<file path="config.mk">
export PLATFORM = sky130hd
export DESIGN_NAME = akf_ctrl
export DESIGN_NICKNAME = d
export VERILOG_FILES = /design/src/rtl/akf_pkg.sv /design/src/rtl/akf_ctrl.sv
export SDC_FILE = /design/constraint.sdc
export NUM_CORES = 1
export LEC_CHECK = 0
export ABC_AREA = 1
export BUFFER_PORTS_ARGS = -buffer_cell sky130_fd_sc_hd__clkbuf_2
export CAP_MARGIN = 30
export CORE_AREA = 3 3 40 42
export DETAILED_ROUTE_END_ITERATION = 8
export DIE_AREA = 0 0 43 45
export HOLD_SLACK_MARGIN = 0.08
export SLEW_MARGIN = 20
export SYNTH_ARGS = -nofsm -noshare
export SYNTH_HDL_FRONTEND = slang
export SYNTH_SLANG_ARGS = --single-unit
export TNS_END_PERCENT = 100
</file>
<file path="constraint.sdc">
create_clock -name clock -period 1.55 [get_ports clock]
set_input_delay 0 -clock clock [delete_from_list [all_inputs] [get_ports clock]]
set_output_delay 0 -clock clock [all_outputs]
set_load 0.05 [all_outputs]
</file>
<file path="src/rtl/akf_pkg.sv">
// Shared types and constants for the angle/gyro-bias Kalman filter.
package akf_pkg;

   // Configuration registers: 31-bit unsigned, Q1.30
   localparam int unsigned REG_WIDTH       = 31;
   localparam int unsigned CSR_INDEX_WIDTH = 2;

   localparam logic [CSR_INDEX_WIDTH-1:0] CSR_SAMPLE_PERIOD = 2'd0;
   localparam logic [CSR_INDEX_WIDTH-1:0] CSR_ANGLE_NOISE   = 2'd1;
   localparam logic [CSR_INDEX_WIDTH-1:0] CSR_BIAS_NOISE    = 2'd2;
   localparam logic [CSR_INDEX_WIDTH-1:0] CSR_MEASURE_NOISE = 2'd3;

   localparam logic [REG_WIDTH-1:0] RST_SAMPLE_PERIOD = 31'd1073742;
   localparam logic [REG_WIDTH-1:0] RST_ANGLE_NOISE   = 31'd1073742;
   localparam logic [REG_WIDTH-1:0] RST_BIAS_NOISE    = 31'd3221225;
   localparam logic [REG_WIDTH-1:0] RST_MEASURE_NOISE = 31'd536870912;

   typedef logic [3:0] op_type;

   // Filter micro-operations, in execution order
   localparam op_type OP_PRED_ANGLE = 4'd0;
   localparam op_type OP_PRED_CROSS = 4'd1;
   localparam op_type OP_PRED_AA    = 4'd2;
   localparam op_type OP_PRED_BB    = 4'd3;
   localparam op_type OP_GAIN0      = 4'd4;
   localparam op_type OP_GAIN1      = 4'd5;
   localparam op_type OP_UPD_ANGLE  = 4'd6;
   localparam op_type OP_UPD_BIAS   = 4'd7;
   localparam op_type OP_UPD_AA     = 4'd8;
   localparam op_type OP_UPD_AB     = 4'd9;
   localparam op_type OP_UPD_BA     = 4'd10;
   localparam op_type OP_UPD_BB     = 4'd11;
   localparam op_type OP_LAST       = OP_UPD_BB;

   typedef struct packed {
      logic   capture;
      logic   start;
      logic   wb;
      logic   load_out;
      op_type op;
   } cmd_type;

   typedef struct packed {
      logic done;
   } status_type;

endpackage

</file>
<file path="src/rtl/akf_ctrl.sv">
// Sequencer for the predict and update steps, plus the result handshake.
module akf_ctrl (
   input  logic                clock,
   input  logic                reset,
   input  logic                req_valid,
   output logic                req_stall,
   output logic                rsp_valid,
   input  logic                rsp_stall,
   input  akf_pkg::status_type status,
   output akf_pkg::cmd_type    cmd
);
   import akf_pkg::*;

   localparam logic [1:0] ST_IDLE  = 2'd0;
   localparam logic [1:0] ST_ISSUE = 2'd1;
   localparam logic [1:0] ST_WAIT  = 2'd2;
   localparam logic [1:0] ST_OUT   = 2'd3;

   logic [1:0] state_ff, state_in;
   op_type     op_ff, op_in;
   logic       rsp_valid_ff, rsp_valid_in;

   always_comb begin
      state_in = state_ff;
      op_in    = op_ff;
      cmd      = '0;
      cmd.op   = op_ff;
      unique case (state_ff)
         ST_IDLE: begin
            if (req_valid) begin
               cmd.capture = 1'b1;
               op_in       = OP_PRED_ANGLE;
               state_in    = ST_ISSUE;
            end
         end
         ST_ISSUE: begin
            cmd.start = 1'b1;
            state_in  = ST_WAIT;
         end
         ST_WAIT: begin
            if (status.done) begin
               cmd.wb = 1'b1;
               if (op_ff == OP_LAST) begin
                  state_in = ST_OUT;
               end else begin
                  op_in    = op_ff + 1'b1;
                  state_in = ST_ISSUE;
               end
            end
         end
         ST_OUT: begin
            // Hold until the output register is free
            if (!rsp_valid_ff || !rsp_stall) begin
               cmd.load_out = 1'b1;
               state_in     = ST_IDLE;
            end
         end
      endcase
   end

   // Output register valid: set on load, drop on transfer
   assign rsp_valid_in = cmd.load_out ? 1'b1 : (rsp_valid_ff && rsp_stall);

   always_ff @(posedge clock) begin
      if (reset) begin
         state_ff     <= ST_IDLE;
         op_ff        <= OP_PRED_ANGLE;
         rsp_valid_ff <= 1'b0;
      end else begin
         state_ff     <= state_in;
         op_ff        <= op_in;
         rsp_valid_ff <= rsp_valid_in;
      end
   end

   assign req_stall = (state_ff != ST_IDLE);
   assign rsp_valid = rsp_valid_ff;

`ifndef ASSERT_OFF
   // An accepted item keeps the input stalled on the next cycle
   a_busy_after_accept: assert property (@(posedge clock) disable iff (reset)
      (req_valid && !req_stall) |=> req_stall)
      else $error("input not stalled after transfer");

   // A unit only finishes while the sequencer waits for it
   a_done_in_wait: assert property (@(posedge clock) disable iff (reset)
      status.done |-> (state_ff == ST_WAIT))
      else $error("unit finished outside wait state");

   // A new result never overwrites one still waiting
   a_no_overwrite: assert property (@(posedge clock) disable iff (reset)
      cmd.load_out |-> (!rsp_valid_ff || !rsp_stall))
      else $error("result register overwritten");
`endif

endmodule

</file>
Yosys cells after proc, flatten, opt, wreduce, memory -nomap -nowiden. Cells that the tools add are included.

Output and inout port bits: 10. Register bits: 7. Bits in read-only memories: 0. Logic and storage cells: 38. Bits in latches: 0. Bits in writable memories: 0. Input port bits: 5. Memories kept: 0.

Shift operators: 0. Multipliers: 0. Mux-type cells: 17. Magnitude comparators: 0. Reduce and logical (&&, ||, !) cells: 9. Divide/modulo/power cells: 0. $add $sub $neg: 1. Bitwise gates (word level): 0. Equal/unequal tests: 8.

Operators by type and width (count): two-way mux 4 bit (3); two-way mux 1 bit (8); two-way mux 2 bit (4); != test 2 bit, second input constant (4); one-hot mux 2 bit (4 select lines) (1); one-hot mux 4 bit (2 select lines) (1); adder 4 x 1 -> 4 bit, second input constant (1); equality test 2 bit, second input constant (2); equality test 4 bit, second input constant (1); AND reduction 4 bit (1); nonzero test 2 bit (2); AND reduction 3 bit (1); equality test 2 x 1 -> 1 bit, second input constant (1); logical NOT 1 bit (2); logical NOT 2 bit (1); logical AND 1 bit (1); logical OR 1 bit (1).

Depth between registers and ports, before layout. Gate-level depths: netlist of the first run.

Depth after elaboration: 5. Gate-level depth with buffers: 8. Depth with buffers taken out: 8.

Least setup slack after synthesis of the first run. No wires, ideal clock.

Path kind: flip-flop to flip-flop. Start: reg op_ff[0]. End: reg op_ff[0]. Path buffers: 0. Stages on the path, launching flop included: 9. Data arrival time: 1442 ps. Period minus slack after synthesis: 1555 ps. Library setup time: 113 ps. Slack: -5 ps. Required time: 1437 ps. Path through: dfxtp_1 ha_1 nand2_1 inv_1 nand3_4 nand2_2 inv_2 nor2_2 nor2_2.

Word-level cells in the longest chain between the ends: 4. Elaborated cells between the ends (all ways): 7. Those cells by class: 1 x add/sub; 2 x eq/ne; 3 x mux; 1 x reduce/logical.

Ends and longest elaborated chain: from (decl) (RTL line akf_ctrl.sv:20) `op_type op_ff, op_in;`; from (signal assigned) (RTL line akf_ctrl.sv:71) `op_ff <= op_in;`; adder 4 x 1 -> 4 bit (RTL line akf_ctrl.sv:46) `op_in = op_ff + 1'b1;`; two-way mux 4 bit (RTL line akf_ctrl.sv:43) `if (op_ff == OP_LAST) begin`; two-way mux 4 bit (RTL line akf_ctrl.sv:41) `if (status.done) begin`; one-hot mux 4 bit (2 select lines) (RTL line akf_ctrl.sv:28) `unique case (state_ff)`.

Parallel ways exist; a longest one is shown, timed or not. The select of a mux whose other input is x is not followed. A chain may end at the register's enable or synchronous reset.

Worst setup path after layout of the first run.
Start: reg state_ff[0]. End: reg state_ff[0].

Word-level cells in the longest chain between the ends: 3. Elaborated cells between the ends (all ways): 9. Those cells by class: 6 x eq/ne; 1 x mux; 2 x reduce/logical.

Ends and longest elaborated chain: from (decl) (RTL line akf_ctrl.sv:19) `logic [1:0] state_ff, state_in;`; from (signal assigned) (RTL line akf_ctrl.sv:70) `state_ff <= state_in;`; equality test 2 bit / logical NOT 2 bit (equally long branches) (RTL line akf_ctrl.sv:28); != test 2 bit (no line); AND reduction 3 bit (no line).

Parallel ways exist; a longest one is shown, timed or not.

==> impl_results.md, run 1 <==
* Run status: finished clean
* RSZ-0062 raised after global routing: false
* Unique masters post-synth at 19
* Worst skew pair latency at 0.26 ns
* I/O Buffers at 14
* Required time worst endpoint at 1.69 ns
* H-tree levels at 1
* Final setup violation count at 0
* Slew Viols, Final at 0
* DPL Wire Length at 780 um
* Type of origin of the critical path: register
* Die footprint at 1940 um^2
* Global-route wire length before repair at 1650 um
* Die X at 43 um
* Grt total ovfl at 0
* Post-synth ARST share at 0%
* # diodes at 0
* CP Cell Sequence: inv_2 -> nand3_4 -> a31oi_1 -> dlygate4sd3_1
* Most common cell in the netlist: nand2_1
* Cell row count at 13
* PD cells at 949 nW/um^2
* CTS max path bufs at 2
* Final layout net count at 98
* Crit-path max FO at 5
* Post-DRT Antenna Nets at 0
* Tcrit/Tclk final at 92.4%
* Post-Place Cells at 98
* First DRT Iteration DRCs at 15
* Crit path max-delay cell type: dlygate4sd3_1
* Antenna violations before repair at 0
* DR pass1 iterations at 4
* WL/cell at 9.50 um
* Final instance area at 628 um^2
* RePlAce Congestion at 0.732
* CTS tree: built
* Clk_skew at 0.00577 ns
* Top cell type's share of synthesized area at 29.4%
* Post-CTS setup buffers at 0
* Top post-synthesis cells by area: dfxtp_1, nand2_1, inv_1
* Fillers at 133
* Via count at 487
* Fmax achieved at 698 MHz
* CP Class: reg2reg
* Crit Reg-Reg Endpoint: state_ff[0]
* Syn Inst Count at 70
* Commonest cells in the netlist: nand2_1, inv_1, nor2_1
* Pin count of the biggest net entering global routing at 9
* Post-Syn Area per Cell at 6.81 um^2
* Reg-to-reg startpoint: state_ff[0]
* DP Area at 556 um^2
* Synth area leader: dfxtp_1
* Clock transition at path regs at 0.06 ns
* Hold path depth at 4
* Endpoint class of the critical path: register
* HP Start: status
* Area grow syn2layout at 31.8%
* Io pins at 15
* VDD IR-drop max at 0.337 mV
* Crit path DAT at 1.57 ns
* TritonCTS Buffers at 3
* Synth Register Bits at 7
* Ys flop type: dfxtp_1
* Synthesized cell area at 477 um^2
* Residual DRC count at 0
* Hold endpoint: op_ff[2]
* Hold Path Class: in2reg
* Worst Reg-to-Reg Cells at 4
* Drt total wl at 1010 um
* Layout cells sized above 1 at 33.0%
* Worst-Margin Slew at 0.297 ns
* Slew HR at 80.2%
* Fin. Hold Viols at 0
* Total track usage at 11.7%
* Syn. warnings at 0
* Register area share after synthesis at 29.4%
* Fin crit period at 1.43 ns
* Post-layout util at 48.9%
* Setup TNS Final at 0 ns
* LEAKAGE at 0.000327 uW
* Worst stage delay on the critical path at 0.55 ns
* Layout Cells excl Fill at 106
* Core area at 1280 um^2
* Chip Height at 45 um
* Initial core utilization at 37.1%
* Post-synth EDFFs at 0
* Clk root buf: clkbuf_4
* CTS Sinks at 7
* Syn Nets at 76
* Number of max-cap violations at 0
* Vias per cell at 4.59
* Vias in the first global route at 403
* Reg2Reg Setup Slack at 0.12 ns
worst max path at each step:
stage,slack (ns),start,cells past startpoint,endpoint
after floorplan,0.03,op_ff[1],8,op_ff[0]
after global placement,0.31,state_ff[1],7,op_ff[0]
after detailed placement,0.30,state_ff[1],7,op_ff[1]
after CTS,0.08,state_ff[1],4,state_ff[0]
after global routing,0.04,state_ff[0],4,state_ff[0]
final,0.12,state_ff[0],4,state_ff[0]
through the flow:
stage | power (uW) | hold slack [ns] | worst slack (ns)
floorplan | 376 | 0.0691 | 0.0251
global placement | 412 | 0.224 | 0.309
detailed placement | 411 | 0.221 | 0.302
CTS | 599 | 0.178 | 0.0789
global route | 633 | 0.203 | 0.0409
finish | 596 | 0.173 | 0.118
power by group:
part / total (uW) / internal [uW] / switching (uW)
Combinational: 202 / 62.6 / 140
Sequential: 217 / 194 / 23.7
Clock: 176 / 98.9 / 77.4
state kept, by name, summed over array words and instances, names as in the netlist:
register,flops
op_ff,4
rsp_valid,1
state_ff,2
cell usage in the layout (no fill, tap or decap):
cell / instances
nor2_2: 2
dfxtp_1: 5
nor2_4: 2
nand3_1: 5
clkbuf_2: 14
nor2_1: 10
clkbuf_4: 3
a31oi_1: 1
nand4_1: 1
o211ai_1: 1
nand3_4: 2
dfxtp_2: 2
ha_1: 1
nand3b_1: 1
clkbuf_1: 1
o21ai_0: 1
dlygate4sd3_1: 4
nand2_2: 1
nand2_4: 2
a21oi_1: 3
nand2_1: 16
inv_2: 2
inv_1: 11
worst max-delay path: cells and delay by family (launching register included):
kind	cells	cell delay (ns)
AOI/OAI and AO/OA	1	0.08
and+or+nand+nor	1	0.09
buffers and inverters	2	0.66
DFF	1	0.49
layout make-up:
type | count | area (um^2) | share of cell area, %
clock buffer | 4 | 26.3 | 4.18
sequential | 7 | 143 | 22.7
multi-input combinational | 49 | 282 | 44.8
timing repair buffer | 18 | 110 | 17.5
tap | 15 | 18.8 | 2.99
inverter | 13 | 48.8 | 7.77
cells by family (layout without fill, tap and decap cells):
| group | after synthesis | count (layout) | synth area share (%) |
|---|---|---|---|
| simple gates | 42 | 42 | 48.3 |
| buf+inv | 14 | 35 | 12.6 |
| flops | 7 | 7 | 29.4 |
| compound gates | 6 | 6 | 7.09 |
| fa+ha+maj | 1 | 1 | 2.62 |
routing by layer:
| metal | GRT usage (%) | part of all wire [%] | vias to the layer above |
|---|---|---|---|
| li1 | - | - | 258 |
| met1 | 14.7 | 47 | 211 |
| met2 | 17.4 | 44 | 14 |
| met3 | 3.59 | 6.8 | 4 |
| met4 | 7.23 | 1.6 | 0 |
| met5 | 0 | 0 | - |
what timing repair did:
item	in CTS	in global routing
resized for setup	0	2
hold endpoints to repair	3	0
setup endpoints to repair	0	1
hold buffers	4	0
Note: power is estimated with default switching activity, not from simulation.
==> run 2, diff against run 1 <==
- REMOVE_ABC_BUFFERS: default -> 1
==> run 2 against run 1 <==
Compared with the run above: via count shrank 0.82%; largest cell class unchanged; sequential power fell by 4%; critical endpoint is now rsp_valid; core utilization is 0.19 points lower.
==> impl_results.md, run 2 (same netlist as run 1, synthesis figures left out) <==
* Chip Height at 45 um (unchanged)
* Io pins at 15 (unchanged)
* Most frequent cells in the layout: nand2_1, clkbuf_2, inv_1
* Hold path depth at 3 (-1)
* Drt total wl at 1060 um (+4.9%)
* Initial core utilization at 37.1% (unchanged)
* Worst stage delay on the critical path at 0.55 ns (about the same)
* Post-layout util at 48.7% (-0.19 points)
* Global-route wire length before repair at 1890 um (+15%)
* First DRT Iteration DRCs at 7 (-8)
* Total track usage at 13.1% (+1.4 points)
* Via count at 483 (-0.82%)
* Crit path max-delay cell type: dlygate4sd3_1
* Core area at 1280 um^2 (unchanged)
* LEAKAGE at 0.000332 uW (+1.5%)
* Crit path DAT at 1.52 ns (-0.05 ns)
* Tcrit/Tclk final at 85.7% (-6.6 points)
* Post-CTS sizing at 0 (unchanged)
* Worst Reg-to-Reg Cells at 3 (-1)
* Die footprint at 1940 um^2 (unchanged)
* Worst-Margin Slew at 0.292 ns (-0.00570 ns)
* Worst skew pair latency at 0.24 ns (-0.02 ns)
* CTS tree: built
* Post-DRT Antenna Nets at 0 (unchanged)
* CTS max path bufs at 2 (unchanged)
* I/O Buffers at 14 (unchanged)
* Hold Path Class: in2reg
* Fin. Hold Viols at 0 (unchanged)
* CP Cell Sequence: nand2_1 -> a21oi_1 -> dlygate4sd3_1
* CTS Sinks at 7 (unchanged)
* Slew HR at 80.5% (+0.38 points)
* TritonCTS Buffers at 3 (unchanged)
* Hold buffer count at cts at 3 (-1)
* Vias per cell at 4.51 (-1.7%)
* Antenna violations before repair at 0 (unchanged)
* Area grow syn2layout at 31.2%
* Slew Viols, Final at 0 (unchanged)
* CP Class: reg2reg
* Fmax achieved at 753 MHz (+7.7%)
* Die X at 43 um (unchanged)
* Clk_skew at 0.00261 ns (-0.00316 ns)
* # diodes at 0 (unchanged)
* Commonest non-fill, non-tap cell in the layout: nand2_1
* DPL Wire Length at 823 um (+5.5%)
* Vias in the first global route at 450 (+12%)
* Pin count of the biggest net entering global routing at 7 (-2)
* Fin crit period at 1.33 ns (-0.103 ns)
* VDD IR-drop max at 0.491 mV (+46%)
* WL/cell at 9.87 um (+3.9%)
* Clock transition at path regs at 0.05 ns (about the same)
* Required time worst endpoint at 1.74 ns (+0.05 ns)
* Residual DRC count at 0 (unchanged)
* Reg with most FFs: op_ff
* Final setup violation count at 0 (unchanged)
* Layout cells sized above 1 at 32.6% (-0.36 points)
* Largest register FFs at 4 (unchanged)
* Run status: finished clean
* Grt total ovfl at 0 (unchanged)
* Type of origin of the critical path: register
* Crit-path max FO at 5 (unchanged)
* Cell row count at 13 (unchanged)
* Endpoint class of the critical path: register
* Min Hold Slack at 0.0952 ns (-0.0775 ns)
* Final layout net count at 99 (+1.0%)
* H-tree levels at 1 (unchanged)
* DR pass1 iterations at 4 (unchanged)
* PD cells at 935 nW/um^2 (-1.4%)
* RePlAce Congestion at 0.805 (+10%)
* Clk root buf: clkbuf_4
* Number of max-cap violations at 0 (unchanged)
* RSZ-0062 raised after global routing: false
* Post-CTS setup buffers at 0 (unchanged)
## run 2: cell count changes in the layout (fill, tap and decap cells not counted), sizes merged
cell / previous run / this run
buf: 0 / 2
dlygate4sd3: 4 / 3
## run 2: layout make-up
class | instances | area [um^2]
clock buffers | 4 | 26.3
fillers | 139 | 659
inverters | 13 | 48.8
multi-input cells | 49 | 277
flip-flops and latches | 7 | 140
well taps | 15 | 18.8
repair buffers | 19 | 115
## run 2: metrics by stage
stage / cells / setup TNS [ns] / worst slack [ns] / area [um^2] / power [uW]
after floorplan: 69 / -0.00542 / -0.00542 / 465 / 369
after global placement: 100 / 0 / 0.349 / 569 / 419
after detailed placement: 100 / 0 / 0.329 / 569 / 422
after CTS: 107 / 0 / 0.230 / 626 / 591
after global routing: 107 / 0 / 0.125 / 626 / 627
final: 107 / 0 / 0.221 / 626 / 585
## run 2: per-layer routing
metal	routed length, um	global-route usage [%]
met3	57	3.59
met5	0	0
met1	489	16.8
met4	11	7.23
met2	498	19.8
## run 2: critical path, delay by kind of cell, from the launching register on
kind,cells,cell delay (ns)
compound gates,1,0.13
buf+inv,1,0.55
flops,1,0.48
simple gates,1,0.11
## run 2: worst paths after layout
check | start | slack, ns | endpoint
setup / recovery | state_ff[0] | 0.22 | rsp_valid
hold / removal | status | 0.1 | state_ff[0]
setup reg to reg | state_ff[0] | 0.22 | rsp_valid
hold reg to reg | op_ff[3] | 0.54 | op_ff[3]
## run 2: where the power goes
part           switching (uW)  total, uW  internal [uW]
Combinational             150        214           64.4
Clock                    64.3        162           98.1
Sequential               15.9        208            193
